**config.mk**
```make
export PLATFORM = sky130hd
export DESIGN_NAME = arm64_store_emulation_decode
export DESIGN_NICKNAME = d
export VERILOG_FILES = /design/src/hdl/a64sed_pkg.sv /design/src/hdl/a64sed_decode.sv /design/src/hdl/arm64_store_emulation_decode.sv
export SDC_FILE = /design/constraint.sdc
export NUM_CORES = 1
export LEC_CHECK = 0
export BUFFER_PORTS_ARGS = -buffer_cell sky130_fd_sc_hd__buf_2
export CELL_PAD_IN_SITES_DETAIL_PLACEMENT = 2
export CELL_PAD_IN_SITES_GLOBAL_PLACEMENT = 2
export CORE_AREA = 2 2 324 326
export CTS_BUF_LIST = sky130_fd_sc_hd__clkbuf_2
export DETAILED_ROUTE_END_ITERATION = 12
export DIE_AREA = 0 0 326 328
export GPL_TIMING_DRIVEN = 0
export PLACE_DENSITY = 0.77
export SETUP_SLACK_MARGIN = 0.1
export SKIP_CTS_REPAIR_TIMING = 1
export SLEW_MARGIN = 25
export SYNTH_ARGS = -nofsm -noshare
export SYNTH_HDL_FRONTEND = slang
export SYNTH_SLANG_ARGS = --single-unit
```
**constraint.sdc**
```tcl
create_clock -name clk -period 25.7 [get_ports clk]
set_input_delay 2.57 -clock clk [delete_from_list [all_inputs] [get_ports clk]]
set_output_delay 2.57 -clock clk [all_outputs]
set_load 0.02 [all_outputs]
```
**src/hdl/a64sed_pkg.sv**
```systemverilog
// ----------------------------------------------------------------------------
// a64sed_pkg
// Shared types and encoding constants for the AArch64 store emulation decoder.
// ----------------------------------------------------------------------------
package a64sed_pkg;

  // Stream widths: payload fields packed low to high, padded to whole bytes
  localparam int unsigned IN_W  = 416;
  localparam int unsigned OUT_W = 400;

  // Encoding classes, instruction bits 29:27
  localparam logic [2:0] CLASS_PAIR   = 3'b101;
  localparam logic [2:0] CLASS_SINGLE = 3'b111;

  // Pair addressing, bits 24:23
  localparam logic [1:0] PAIR_NOALLOC = 2'd0;
  localparam logic [1:0] PAIR_POST    = 2'd1;
  localparam logic [1:0] PAIR_OFFSET  = 2'd2;
  localparam logic [1:0] PAIR_PRE     = 2'd3;

  // Single-register index mode, bits 11:10
  localparam logic [1:0] IDX_POST = 2'd1;
  localparam logic [1:0] IDX_PRE  = 2'd3;

  // Load/store opc values of interest
  localparam logic [1:0] OPC_STR   = 2'd0;
  localparam logic [1:0] OPC_STRQ  = 2'd2;
  localparam logic [1:0] OPC_RSVD  = 2'd3;
  localparam logic [1:0] OPC_PAIRX = 2'd2;

  localparam logic [4:0] REG_ZR = 5'd31;

  // Element size as log2 of bytes
  localparam logic [2:0] SC_B = 3'd0;
  localparam logic [2:0] SC_H = 3'd1;
  localparam logic [2:0] SC_W = 3'd2;
  localparam logic [2:0] SC_D = 3'd3;
  localparam logic [2:0] SC_Q = 3'd4;

  typedef struct packed {
    logic [63:0] second_hi;
    logic [63:0] second_lo;
    logic [63:0] first_hi;
    logic [63:0] first_lo;
    logic [63:0] pc;
    logic [63:0] fault_address;
    logic [31:0] instruction;
  } item_t;

  typedef struct packed {
    logic [63:0] next_pc;
    logic [63:0] writeback_value;
    logic [4:0]  writeback_reg;
    logic        writeback_enable;
    logic [63:0] data_word3;
    logic [63:0] data_word2;
    logic [63:0] data_word1;
    logic [63:0] data_word0;
    logic [5:0]  store_bytes;
    logic        handled;
  } result_t;

endpackage

```
**src/hdl/a64sed_decode.sv**
```systemverilog
// ----------------------------------------------------------------------------
// a64sed_decode
// Combinational decode of one store instruction into byte image and writeback.
// ----------------------------------------------------------------------------
module a64sed_decode (
  input  a64sed_pkg::item_t   item,
  output a64sed_pkg::result_t res
);

  logic [31:0] insn;
  logic [4:0]  rt, rn, rt2;
  logic        v;
  logic        is_pair, is_single;
  logic [63:0] a_lo, a_hi, b_lo, b_hi;
  logic [2:0]  scale_p, scale_s;
  logic        pair_ok, single_ok;
  logic [63:0] imm7_sx, imm9_sx;
  logic        wb;
  logic [63:0] wbval;

  assign insn      = item.instruction;
  assign rt        = insn[4:0];
  assign rn        = insn[9:5];
  assign rt2       = insn[14:10];
  assign v         = insn[26];
  assign is_pair   = (insn[29:27] == a64sed_pkg::CLASS_PAIR) && !insn[22];
  assign is_single = (insn[29:27] == a64sed_pkg::CLASS_SINGLE);
  assign imm7_sx   = {{57{insn[21]}}, insn[21:15]};
  assign imm9_sx   = {{55{insn[20]}}, insn[20:12]};

  // Integer operands: register 31 is XZR, upper halves unused
  assign a_lo = (!v && rt == a64sed_pkg::REG_ZR) ? 64'd0 : item.first_lo;
  assign b_lo = (!v && rt2 == a64sed_pkg::REG_ZR) ? 64'd0 : item.second_lo;
  assign a_hi = v ? item.first_hi : 64'd0;
  assign b_hi = v ? item.second_hi : 64'd0;

  assign pair_ok = is_pair && !(v && insn[31:30] == a64sed_pkg::OPC_RSVD);
  assign scale_p = v ? (3'd2 + {1'b0, insn[31:30]})
                     : ((insn[31:30] == a64sed_pkg::OPC_PAIRX) ? a64sed_pkg::SC_D
                                                              : a64sed_pkg::SC_W);

  assign single_ok = is_single &&
    (v ? (insn[23:22] == a64sed_pkg::OPC_STR || insn[23:22] == a64sed_pkg::OPC_STRQ)
       : (insn[23:22] == a64sed_pkg::OPC_STR));
  assign scale_s = (v && insn[23:22] == a64sed_pkg::OPC_STRQ) ? a64sed_pkg::SC_Q
                                                               : {1'b0, insn[31:30]};

  always_comb begin
    res                  = '0;
    res.next_pc          = item.pc;
    wb                   = 1'b0;
    wbval                = 64'd0;
    if (pair_ok) begin
      res.handled     = 1'b1;
      res.store_bytes = 6'd2 << scale_p;
      unique case (scale_p)
        a64sed_pkg::SC_W: begin
          res.data_word0 = {b_lo[31:0], a_lo[31:0]};
        end
        a64sed_pkg::SC_D: begin
          res.data_word0 = a_lo;
          res.data_word1 = b_lo;
        end
        a64sed_pkg::SC_Q: begin
          res.data_word0 = a_lo;
          res.data_word1 = a_hi;
          res.data_word2 = b_lo;
          res.data_word3 = b_hi;
        end
        default: begin
          res.data_word0 = 64'd0;
        end
      endcase
      unique case (insn[24:23])
        a64sed_pkg::PAIR_PRE: begin
          wb    = 1'b1;
          wbval = item.fault_address;
        end
        a64sed_pkg::PAIR_POST: begin
          wb    = 1'b1;
          wbval = item.fault_address + (imm7_sx << scale_p);
        end
        default: begin
          wb = 1'b0;
        end
      endcase
    end else if (single_ok) begin
      res.handled     = 1'b1;
      res.store_bytes = 6'd1 << scale_s;
      unique case (scale_s)
        a64sed_pkg::SC_B: res.data_word0 = {56'd0, a_lo[7:0]};
        a64sed_pkg::SC_H: res.data_word0 = {48'd0, a_lo[15:0]};
        a64sed_pkg::SC_W: res.data_word0 = {32'd0, a_lo[31:0]};
        a64sed_pkg::SC_D: res.data_word0 = a_lo;
        default: begin
          res.data_word0 = a_lo;
          res.data_word1 = a_hi;
        end
      endcase
      // Only the unscaled/indexed register-immediate group has writeback
      if (insn[25:24] == 2'b00 && !insn[21]) begin
        unique case (insn[11:10])
          a64sed_pkg::IDX_PRE: begin
            wb    = 1'b1;
            wbval = item.fault_address;
          end
          a64sed_pkg::IDX_POST: begin
            wb    = 1'b1;
            wbval = item.fault_address + imm9_sx;
          end
          default: begin
            wb = 1'b0;
          end
        endcase
      end
    end
    if (res.handled) begin
      res.next_pc = item.pc + 64'd4;
    end
    res.writeback_enable = wb;
    res.writeback_reg    = wb ? rn : 5'd0;
    res.writeback_value  = wbval;
  end

endmodule

```
**src/hdl/arm64_store_emulation_decode.sv**
```systemverilog
// ----------------------------------------------------------------------------
// arm64_store_emulation_decode
// Decodes one faulting AArch64 store into its byte image and base writeback.
// ----------------------------------------------------------------------------
// Usage
//   Slave side (s_*) takes one transaction per faulting store: the instruction
//   word, fault address, PC and the values of the registers named by Rt and
//   Rt2 (low and high halves). Master side (m_*) returns one transaction per
//   input: the store byte image (up to 32 bytes in four words), its length,
//   the base register writeback for pre/post-index forms and the next PC.
//   m_tuser carries 'handled'; loads and undecoded words come back with
//   handled low, zero data and next_pc equal to pc.
// Timing
//   Two register stages: an input register, then the decode logic, then a
//   result register; each transaction passes both before its output
//   handshake. Throughput is one transaction per cycle while m_tready is
//   high; each stage refills in the same cycle it drains, so s_tready stays
//   high while the output keeps moving.
// Reset and back-pressure
//   rst (synchronous, active high) empties both stages. If m_tready is held
//   low the result stays put, the input stage fills behind it, and then
//   s_tready drops until the master side drains again.
// ----------------------------------------------------------------------------
module arm64_store_emulation_decode (
  input  logic                         clk,
  input  logic                         rst,
  input  logic                         s_tvalid,
  output logic                         s_tready,
  // instruction, fault_address, pc, first_lo, first_hi, second_lo, second_hi
  input  logic [a64sed_pkg::IN_W-1:0]  s_tdata,
  output logic                         m_tvalid,
  input  logic                         m_tready,
  // store_bytes, data_word0..3, writeback_enable, writeback_reg,
  // writeback_value, next_pc, 4 zero pad bits
  output logic [a64sed_pkg::OUT_W-1:0] m_tdata,
  // handled
  output logic [0:0]                   m_tuser
);

  a64sed_pkg::item_t   in_reg;
  logic                in_valid;
  logic                in_ready;
  a64sed_pkg::result_t dec_res;
  a64sed_pkg::result_t out_reg;
  logic                out_valid;
  logic                out_ready;

  // Each stage loads when empty or when its contents leave this cycle
  assign out_ready = !out_valid || m_tready;
  assign in_ready  = !in_valid || out_ready;
  assign s_tready  = in_ready;

  always_ff @(posedge clk) begin
    if (rst) begin
      in_valid <= 1'b0;
    end else if (in_ready) begin
      in_valid <= s_tvalid;
    end
  end

  always_ff @(posedge clk) begin
    if (in_ready && s_tvalid) begin
      in_reg <= a64sed_pkg::item_t'(s_tdata);
    end
  end

  a64sed_decode u_decode (
    .item (in_reg),
    .res  (dec_res)
  );

  always_ff @(posedge clk) begin
    if (rst) begin
      out_valid <= 1'b0;
    end else if (out_ready) begin
      out_valid <= in_valid;
    end
  end

  always_ff @(posedge clk) begin
    if (out_ready && in_valid) begin
      out_reg <= dec_res;
    end
  end

  assign m_tvalid = out_valid;
  assign m_tuser  = out_reg.handled;
  assign m_tdata  = {4'd0, out_reg[a64sed_pkg::OUT_W-4:1]};

  // Undecoded words produce no bytes and no writeback
  assert property (@(posedge clk) disable iff (rst)
    (out_valid && !out_reg.handled) |->
      (out_reg.store_bytes == 6'd0 && !out_reg.writeback_enable))
    else $error("unhandled result carries store data or writeback");

  // A handled store always writes between 1 and 32 bytes
  assert property (@(posedge clk) disable iff (rst)
    (out_valid && out_reg.handled) |->
      (out_reg.store_bytes != 6'd0 && out_reg.store_bytes <= 6'd32))
    else $error("store length out of range");

  // Without writeback the register and value fields are cleared
  assert property (@(posedge clk) disable iff (rst)
    (out_valid && !out_reg.writeback_enable) |->
      (out_reg.writeback_reg == 5'd0 && out_reg.writeback_value == 64'd0))
    else $error("writeback fields set without writeback");

  // Both stages full and the master stalled: no room, so no input taken
  assert property (@(posedge clk) disable iff (rst)
    (in_valid && out_valid && !m_tready) |-> !s_tready)
    else $error("input accepted with pipeline full");

  // A stalled result must not be overwritten
  assert property (@(posedge clk) disable iff (rst)
    (out_valid && !m_tready) |=> (out_valid && $stable(out_reg)))
    else $error("stalled result changed");

endmodule
```
# Word level (Yosys, flattened, before mapping)
# Cells that the tools add are included.
# totals
reg_bits,815
in_bits,420
out_inout_bits,403
word_cells,95
# classes
n_addsub,4
n_eq_ne,17
shifts,3
mux,24
reduce_logical,28
# op_table
op,n
64-bit 2-to-1 mux,8
64-bit case mux with 2 select lines,4
135-bit 2-to-1 mux,2
64-bit case mux with 3 select lines,1
64-bit adder,2
64-bit by 3-bit adder with 64-bit output (second input constant),1
64-bit by 3-bit left shift with 64-bit output,1
3-bit by 2-bit == test with 1-bit output (second input constant),4
2-bit == test (second input constant),5
5-bit == test (second input constant),2
1-bit logical AND,10
3-bit == test (second input constant),3
1-bit 2-to-1 mux,7
1-bit logical NOT,6
3-bit 2-to-1 mux,2
2-bit OR reduction,3
1-bit by 3-bit left shift with 6-bit output (first input constant),1
2-bit by 3-bit left shift with 6-bit output (first input constant),1
2-bit by 1-bit == test with 1-bit output (second input constant),2
2-bit logical NOT,2
4-bit OR reduction,1
2-bit by 2-bit adder with 3-bit output (first input constant),1
3-bit by 1-bit == test with 1-bit output (second input constant),1
3-bit logical NOT,1
other kinds (3),5

# Longest topological paths before layout
# Gate-level depths: netlist of the first run.
# depth
ltp_word,9
depth_mapped,21
ltp_nobuf,19

# Modules after synthesis
# A second synthesis of the first run with hierarchy kept.
# hier_totals
hier_cells,2714
area_unflattened_um2,36981.7
# by_module_without_submodules
module,instances,cells_per_inst,area_per_inst_um2,seq_area_each_um2
arm64_store_emulation_decode,1,828,24551.0,24453.5
a64sed_decode,1,1886,12430.7,0.0

# Least setup slack after synthesis of the first run
# Ideal clock, no wire load.
# synth_path
kind,input to register
start,input port m_tready
end,register out_reg (netlist bit m_tdata[0]) (enable)
setup_ns,1.213
arrival_time_ns,20.137
required_time_ns,24.487
slack_ns,4.350
cell_stages,2
n_path_buf,0
cell_sequence,nor2b_1 > nor2b_1
# synth_via
elab_chain_len,2
# synth_lines
element,line_no,text
start: declaration,arm64_store_emulation_decode.sv:32,"input logic m_tready,"
1-bit logical OR,arm64_store_emulation_decode.sv:49,assign out_ready = !out_valid || m_tready;
1-bit logical AND,arm64_store_emulation_decode.sv:81,if (out_ready && in_valid) begin
end signal: assignment,arm64_store_emulation_decode.sv:82,out_reg <= dec_res;
end: declaration,arm64_store_emulation_decode.sv:44,a64sed_pkg::result_t out_reg;
# Every way passes these cells.
# A chain may end at the register's enable or synchronous reset.

# Worst setup path in the final report of the first run
# layout_path
start,input port m_tready
end,output port s_tready
# layout_via
elab_chain_len,2
# layout_lines
element,line_no,text
1-bit logical OR,arm64_store_emulation_decode.sv:49,
1-bit logical OR,arm64_store_emulation_decode.sv:50,assign in_ready = !in_valid || out_ready;
end: declaration,arm64_store_emulation_decode.sv:28,"output logic s_tready,"
# Every way passes these cells.

==> results.md, run 1 <==
- Final period utilization: 0.237
- RSZ-0062 raised after global routing: no
- Reg-to-Reg Start: in_reg[31]$_DFFE_PP_
- CP Max Fanout: 4
- Synth Area in Adders: 0.0452
- Die Wd: 326 um
- Final hold vios: 0
- Sequential share of the synthesized area: 0.664
- CP max stage cell: nor2b_1
- Power Total: 2.94 mW
- Worst-path cell chain: buf_2, nor2b_1, nand2_1, buf_2
- Largest family of logic cells by synthesized area: compound AO/OA/AOI/OAI gates
- Number of synthesized register bits: slightly above 800
- Most common cell after layout, fill and taps aside: buf_2
- Syn Std Cell Area: 36800 um2
- GP Congestion: 0.912
- Max cap viols: 0
- Peak Freq: 164 MHz
- Post-synth ARST share: 0
- CP Data Required Time: between 20 and 25 ns
- Largest net degree at the start of global routing: 56
- Nets@finish: 4322
- Util after Layout: 0.439
- Reg2reg end: m_tdata[330]$_DFFE_PP_
- Starting Density: 0.357
- Layout cell share with drive strength beyond 1: 0.313
- Final Non-Filler Cells: ~5.3k
- Post-DR vias/cell: between 5 and 6
- Avg Synthesized Cell Area: 13.6 um2
- P_leak: 17.9 nW
- Post-placement cell count: 4942
- Final setup violation count: 0
- Compound-Gate Fraction of Synth Area: 0.124
- Sum Neg Setup Slack: 0 ns
- Startpoint types: input pin
- Hold_sp: in_reg[96]$_DFFE_PP_
- CTS tree: built
- Clock root buffer master: clkbuf_2
- Worst Max-Slew Pin Slew: 1.04 ns
- Arr. time, crit path: 3.52 ns
- Port buffer count: roughly 820
- CTS Sinks: 815
- Simple-Gate Fraction of Synth Area: 0.101
- Endpoint type of the worst setup path: output pin
- CP most frequent cell: buf_2
- Clock-pin slew on the worst setup and hold paths: 0.16 ns
- Min cycle time layout: 6.09 ns
- Outcome: finished, final reports clean
- CP top delay family: simple AND/OR/NAND/NOR gates
- Initial DRC count: 2356
- Drt total wl: 163000 um
- Xor and xnor area share after synthesis: 0.0426
- Commonest cells after routing, fill and taps aside: buf_2, edfxtp_1, clkbuf_2, a21oi_1, and2_1
- Final ANT Viol Nets: 0
- I/O pin count: 823
- CTS buffer count: 206
- Wire per inst: about 30 um
- Core Rows: 118
- Total GRT Usage: 0.296
- Area Overhead vs Synth: 23.0%
- Flop2flop setup slack: 19.64 ns
- Hold Path End: m_tdata[332]$_DFFE_PP_
- Via Count: 28.9k
- Max FFs per register: 416
- Die area: 107000 um2
- Layout Skew: 0.147 ns
- EDFF count, synth: 813
- CP bufs+invs: 2
- Gr ovfl total: 0
- Initial antenna violation count: 64
- Post-synth top flop: edfxtp_1
- H-tree lvl count: 4
- Peak VDD IR: 0.0513 mV
- Crit-path max cell delay: 0.38 ns
- Pwr dens: 64.8 nW/um2
- Worst hold path depth: 0
- Cell variety after synth: 94
- Syn Inst Count: 2704
- CP Class: input pin to output pin
- Reg2Reg Depth: 18
- Die Height: 328 um
- Max-slew violations: 0
- Deepest clock path buffer count: 3
- First drt pass iteration count: 5
- Number of global-route vias before repair: 31.1k
- DRC viols: 0
- Core Box Area: ~100000 um2
- Hold Path Class: flop to flop
- Detail Placement HPWL: around 130000 um
- Synth Warn #: 0
- Clock Latency Late Sink: 1.56 ns
- Multiplexer share of the synthesized area: 0.00608
- First-pass GRT wire length: 227000 um
- Rel. slew slack: 0.308
## worst max path at each step
stage,startpoint,to,slack (ns),depth (start not counted)
floorplan,m_tready,m_tdata[0]$_SDFFCE_PP0P_,4.35,2
detailed placement,m_tready,s_tready,19.69,4
global placement,m_tready,m_tdata[10]$_DFFE_PP_,-4.91,3
global route,in_reg[31]$_DFFE_PP_,m_tdata[330]$_DFFE_PP_,19.27,18
CTS,m_tready,s_tready,19.61,4
finish,m_tready,s_tready,19.61,4
## layout make-up
class	instances	area [um2]
fillers	10600	57900
clock inverters	38	284
clock buffers	292	1460
flip-flops and latches	815	24500
well taps	1380	1730
multi-input cells	1734	11800
plain buffers	111	457
diodes	45	113
inverters	49	184
repair buffers	853	4860
## cells in the mapped netlist (33+ instances only)
cell type | number | area share
and3_1 | 33 | 0.0056
nor2_1 | 141 | 0.014
o21ai_0 | 95 | 0.013
xor2_1 | 76 | 0.018
a22o_1 | 97 | 0.023
nand2_1 | 158 | 0.016
clkbuf_1 | 87 | 0.0089
ha_1 | 130 | 0.044
nand3_1 | 55 | 0.0075
and2_1 | 179 | 0.030
o22ai_1 | 35 | 0.0059
xnor2_1 | 103 | 0.024
a21o_1 | 58 | 0.012
inv_1 | 47 | 0.0048
a21oi_1 | 213 | 0.029
edfxtp_1 | 813 | 0.66
nand4_1 | 39 | 0.0066
## cell families (layout without fill, tap and decap cells)
kind of cell,Yosys count,after routing
mux,22,22
other cells,2,52
compound gates,687,687
xor+xnor,179,179
fa+ha+maj,132,132
simple gates,707,707
buf+inv,160,1343
flops,815,815
## where the power goes
| group | switching [mW] | internal [mW] | total (mW) |
|---|---|---|---|
| sequential | 0.0460 | 1.54 | 1.58 |
| combinational | 0.289 | 0.158 | 0.447 |
| clock | 0.569 | 0.335 | 0.904 |
## worst reg2reg max path: stages (launching register included)
cell and delay [ns]:
edfxtp_1 0.34, clkbuf_1 0.42, nand2_1 0.26, o21ai_1 0.67, mux2i_1 0.37, a21oi_1 0.07, a41o_1 0.27, ha_1 0.36
o211ai_1 0.13, a21oi_1 0.10, o21ai_0 0.41, a21oi_1 0.19, o21ai_0 0.77, o32ai_1 0.24, nor3_1 0.43, nor3_1 0.13
o22ai_1 0.23, xor2_1 0.21, o21ai_1 0.09
## metrics by stage
stage	hold WS, ns	setup WS [ns]	cell area (um2)
detailed placement	0.417	19.69	43500
finish	0.456	19.61	45300
floorplan	0.400	4.35	36900
global route	0.459	19.27	45300
CTS	0.399	19.61	45200
global placement	0.404	-4.91	42700
## per-layer routing
| layer | routed length (um) | GRT usage |
|---|---|---|
| met1 | 61500 | 0.343 |
| met3 | 12400 | 0.0803 |
| met2 | 81000 | 0.507 |
| met5 | 333 | 0 |
| met4 | 7900 | 0.145 |
Power figures use the tool's default switching activity.
==> run 2, diff against run 1 <==
--- a/config.mk
+++ b/config.mk
@@ -8,10 +8,10 @@
 export BUFFER_PORTS_ARGS = -buffer_cell sky130_fd_sc_hd__buf_2
 export CELL_PAD_IN_SITES_DETAIL_PLACEMENT = 2
 export CELL_PAD_IN_SITES_GLOBAL_PLACEMENT = 2
-export CORE_AREA = 2 2 324 326
+export CORE_MARGIN = 2
+export CORE_UTILIZATION = 34
 export CTS_BUF_LIST = sky130_fd_sc_hd__clkbuf_2
 export DETAILED_ROUTE_END_ITERATION = 12
-export DIE_AREA = 0 0 326 328
 export GPL_TIMING_DRIVEN = 0
 export PLACE_DENSITY = 0.77
 export SETUP_SLACK_MARGIN = 0.1
==> constraint.sdc (replaced) <==
create_clock -name clk -period 5.1 [get_ports clk]
set_input_delay 0.51 -clock clk [delete_from_list [all_inputs] [get_ports clk]]
set_output_delay 0.51 -clock clk [all_outputs]
set_load 0.02 [all_outputs]
==> results.md, run 2 (synthesis gave the netlist of run 1 again) <==
- Crit-path max cell delay: 0.69 ns
- Peak Freq: 183 MHz
- Detail Placement HPWL: 128000 um
- Flop2flop setup slack: -0.38 ns
- Layout Skew: 0.298 ns
- Worst Max-Slew Pin Slew: 1.34 ns
- Die area: 111000 um2
- Final Worst Setup Slack: -0.378 ns
- DRC viols: 0
- Initial antenna violation count: 70
- First-pass GRT wire length: around 230000 um
- Deepest clock path buffer count: 3
- Gr ovfl total: 0
- H-tree lvl count: 4
- Final hold vios: 3
- Most common cell after layout, fill and taps aside: dlygate4sd3_1
- CTS buffer count: 211
- Max FFs per register: 416
- Clock-pin slew on the worst setup and hold paths: 0.20 ns
- Commonest cells after routing, fill and taps aside: dlygate4sd3_1, buf_2, edfxtp_1, clkbuf_2, a21oi_1
- CP most frequent cell: buf_8
- Outcome: finished with violations
- Peak VDD IR: between 0.2 and 0.3 mV
- Port buffer count: 818
- Initial DRC count: 4127
- CTS tree: built
- CP Max Fanout: 17
- Nets@finish: 5179
- Number of global-route vias before repair: between 30k and 40k
- Largest net degree at the start of global routing: 54
- FF+latch area: 24500 um2
- Sum Neg Setup Slack: -4.14 ns
- GP Congestion: 0.902
- Clock Latency Late Sink: 1.81 ns
- I/O pin count: 823
- Final period utilization: 1.07
- Critical path endpoint: m_tdata[331]$_DFFE_PP_
- Reg2reg end: m_tdata[331]$_DFFE_PP_
- Hold Path Class: input pin to flop
- P_leak: 21.6 nW
- Clock root buffer master: clkbuf_2
- Starting Density: 0.344
- Final ANT Viol Nets: 0
- Wire per inst: 39.7 um
- Via Count: 37.1k
- Rel. slew slack: 0.105
- Total GRT Usage: 0.287
- Finished Cell Area: 54200 um2
- Max cap viols: 0
- Min Hold Slack: -0.0248 ns
- CP Data Required Time: 6.34 ns
- Min cycle time layout: ~5.5 ns
- Layout cell share with drive strength beyond 1: 0.263
- Failing checks: negative hold slack, negative setup slack
- FILL cells: about 11k
- CP Class: flop to flop
- Final setup violation count: 23
- First drt pass iteration count: 5
- Die Height: 333 um
- Area Overhead vs Synth: 47.2%
- Arr. time, crit path: 6.72 ns
- CP max stage cell: a311oi_1
- Instance count on the critical path: 16
- Core Rows: 120
- Worst-path cell chain: buf_4, buf_8, buf_8, buf_8, ha_1, a21oi_1, o21ai_1, a311oi_1, a31oi_2, o21ai_0, nand2_1, a21oi_2, o21ai_1, mux2_2, xnor2_1, o22ai_2
- CP bufs+invs: 4
- Reg2Reg Depth: 16
- Endpoint type of the worst setup path: flop
- Worst hold path depth: 3
- Max-slew violations: 0
- Area after DPL: 43600 um2
- Pwr dens: 315 nW/um2
- Area of the multi-input gates: between 10000 and 15000 um2
- Drt total wl: 249000 um
- CP top delay family: compound AO/OA/AOI/OAI gates
- Core Box Area: 107000 um2
- CTS Sinks: 815
- CP Launch Point: in_reg[20]$_DFFE_PP_
- Post-DR vias/cell: 5.93
- Startpoint types: flop
- Util after Layout: 0.506
- Reg-to-Reg Start: in_reg[20]$_DFFE_PP_
- Die Wd: 333 um
-- run 2: cell types whose count changed in the layout (fill, tap and decap cells not counted), moves of 3 or more --
| cell | change |
|---|---|
| a21oi_1 | -5 |
| a21oi_2 | +5 |
| buf_16 | +4 |
| buf_4 | +9 |
| clkbuf_1 | -4 |
| clkbuf_2 | +3 |
| clkinv_1 | +21 |
| clkinv_2 | +7 |
| diode_2 | +48 |
| dlygate4sd3_1 | +840 |
| o21ai_0 | -5 |
| o21ai_1 | +3 |
-- run 2: through the flow --
step	cells	worst slack (ns)	power, mW
floorplan	2709	-1.73	9.36
global placement	4930	-5.04	10.2
detailed placement	4968	-0.464	10.4
CTS	5326	-0.531	15.1
global route	6238	-0.490	17.4
finish	6268	-0.378	17.1
-- run 2: worst min-delay path by stage --
stage                          from                      to  slack [ns]
3_3_place_gp   in_reg[96]$_DFFE_PP_  m_tdata[332]$_DFFE_PP_        0.40
3_5_place_dp   in_reg[96]$_DFFE_PP_  m_tdata[332]$_DFFE_PP_        0.42
5_1_grt                s_tdata[362]   in_reg[362]$_DFFE_PP_       -0.05
2_1_floorplan  in_reg[96]$_DFFE_PP_  m_tdata[332]$_DFFE_PP_        0.40
4_1_cts                s_tdata[174]   in_reg[174]$_DFFE_PP_       -1.20
6_report                s_tdata[33]    in_reg[33]$_DFFE_PP_       -0.02
-- run 2: power breakdown --
part / internal, mW / switching (mW) / total [mW] / leakage (nW)
Clock: 1.73 / 4.10 / 5.84 / 1.41
Sequential: 7.76 / 0.369 / 8.13 / 7.72
Combinational: 1.24 / 1.89 / 3.14 / 12.5
Total: 10.7 / 6.37 / 17.1 / 21.6
-- run 2: final cells by class --
class,count,area share
Clock inverter,67,0.00747
Sequential cell,815,0.451
Buffer,111,0.00851
Inverter,49,0.00339
Antenna cell,93,0.00429
Tap cell,1403,0.0324
Multi-Input combinational cell,1734,0.219
Timing Repair Buffer,1705,0.247
Clock buffer,291,0.0268
-- run 2: metal layers --
layer  track usage  up-vias  part of all wire
met5             0        -            0.0011
li1              -    14400                 -
met3        0.0867     1261             0.097
met2         0.484     2974              0.47
met1         0.336    18500              0.32
met4         0.132       32              0.11
-- run 2: worst min-delay path, cell delays in order --
cell           delay [ns]
dlygate4sd3_1        0.54
buf_2                0.11
dlygate4sd3_1        0.54
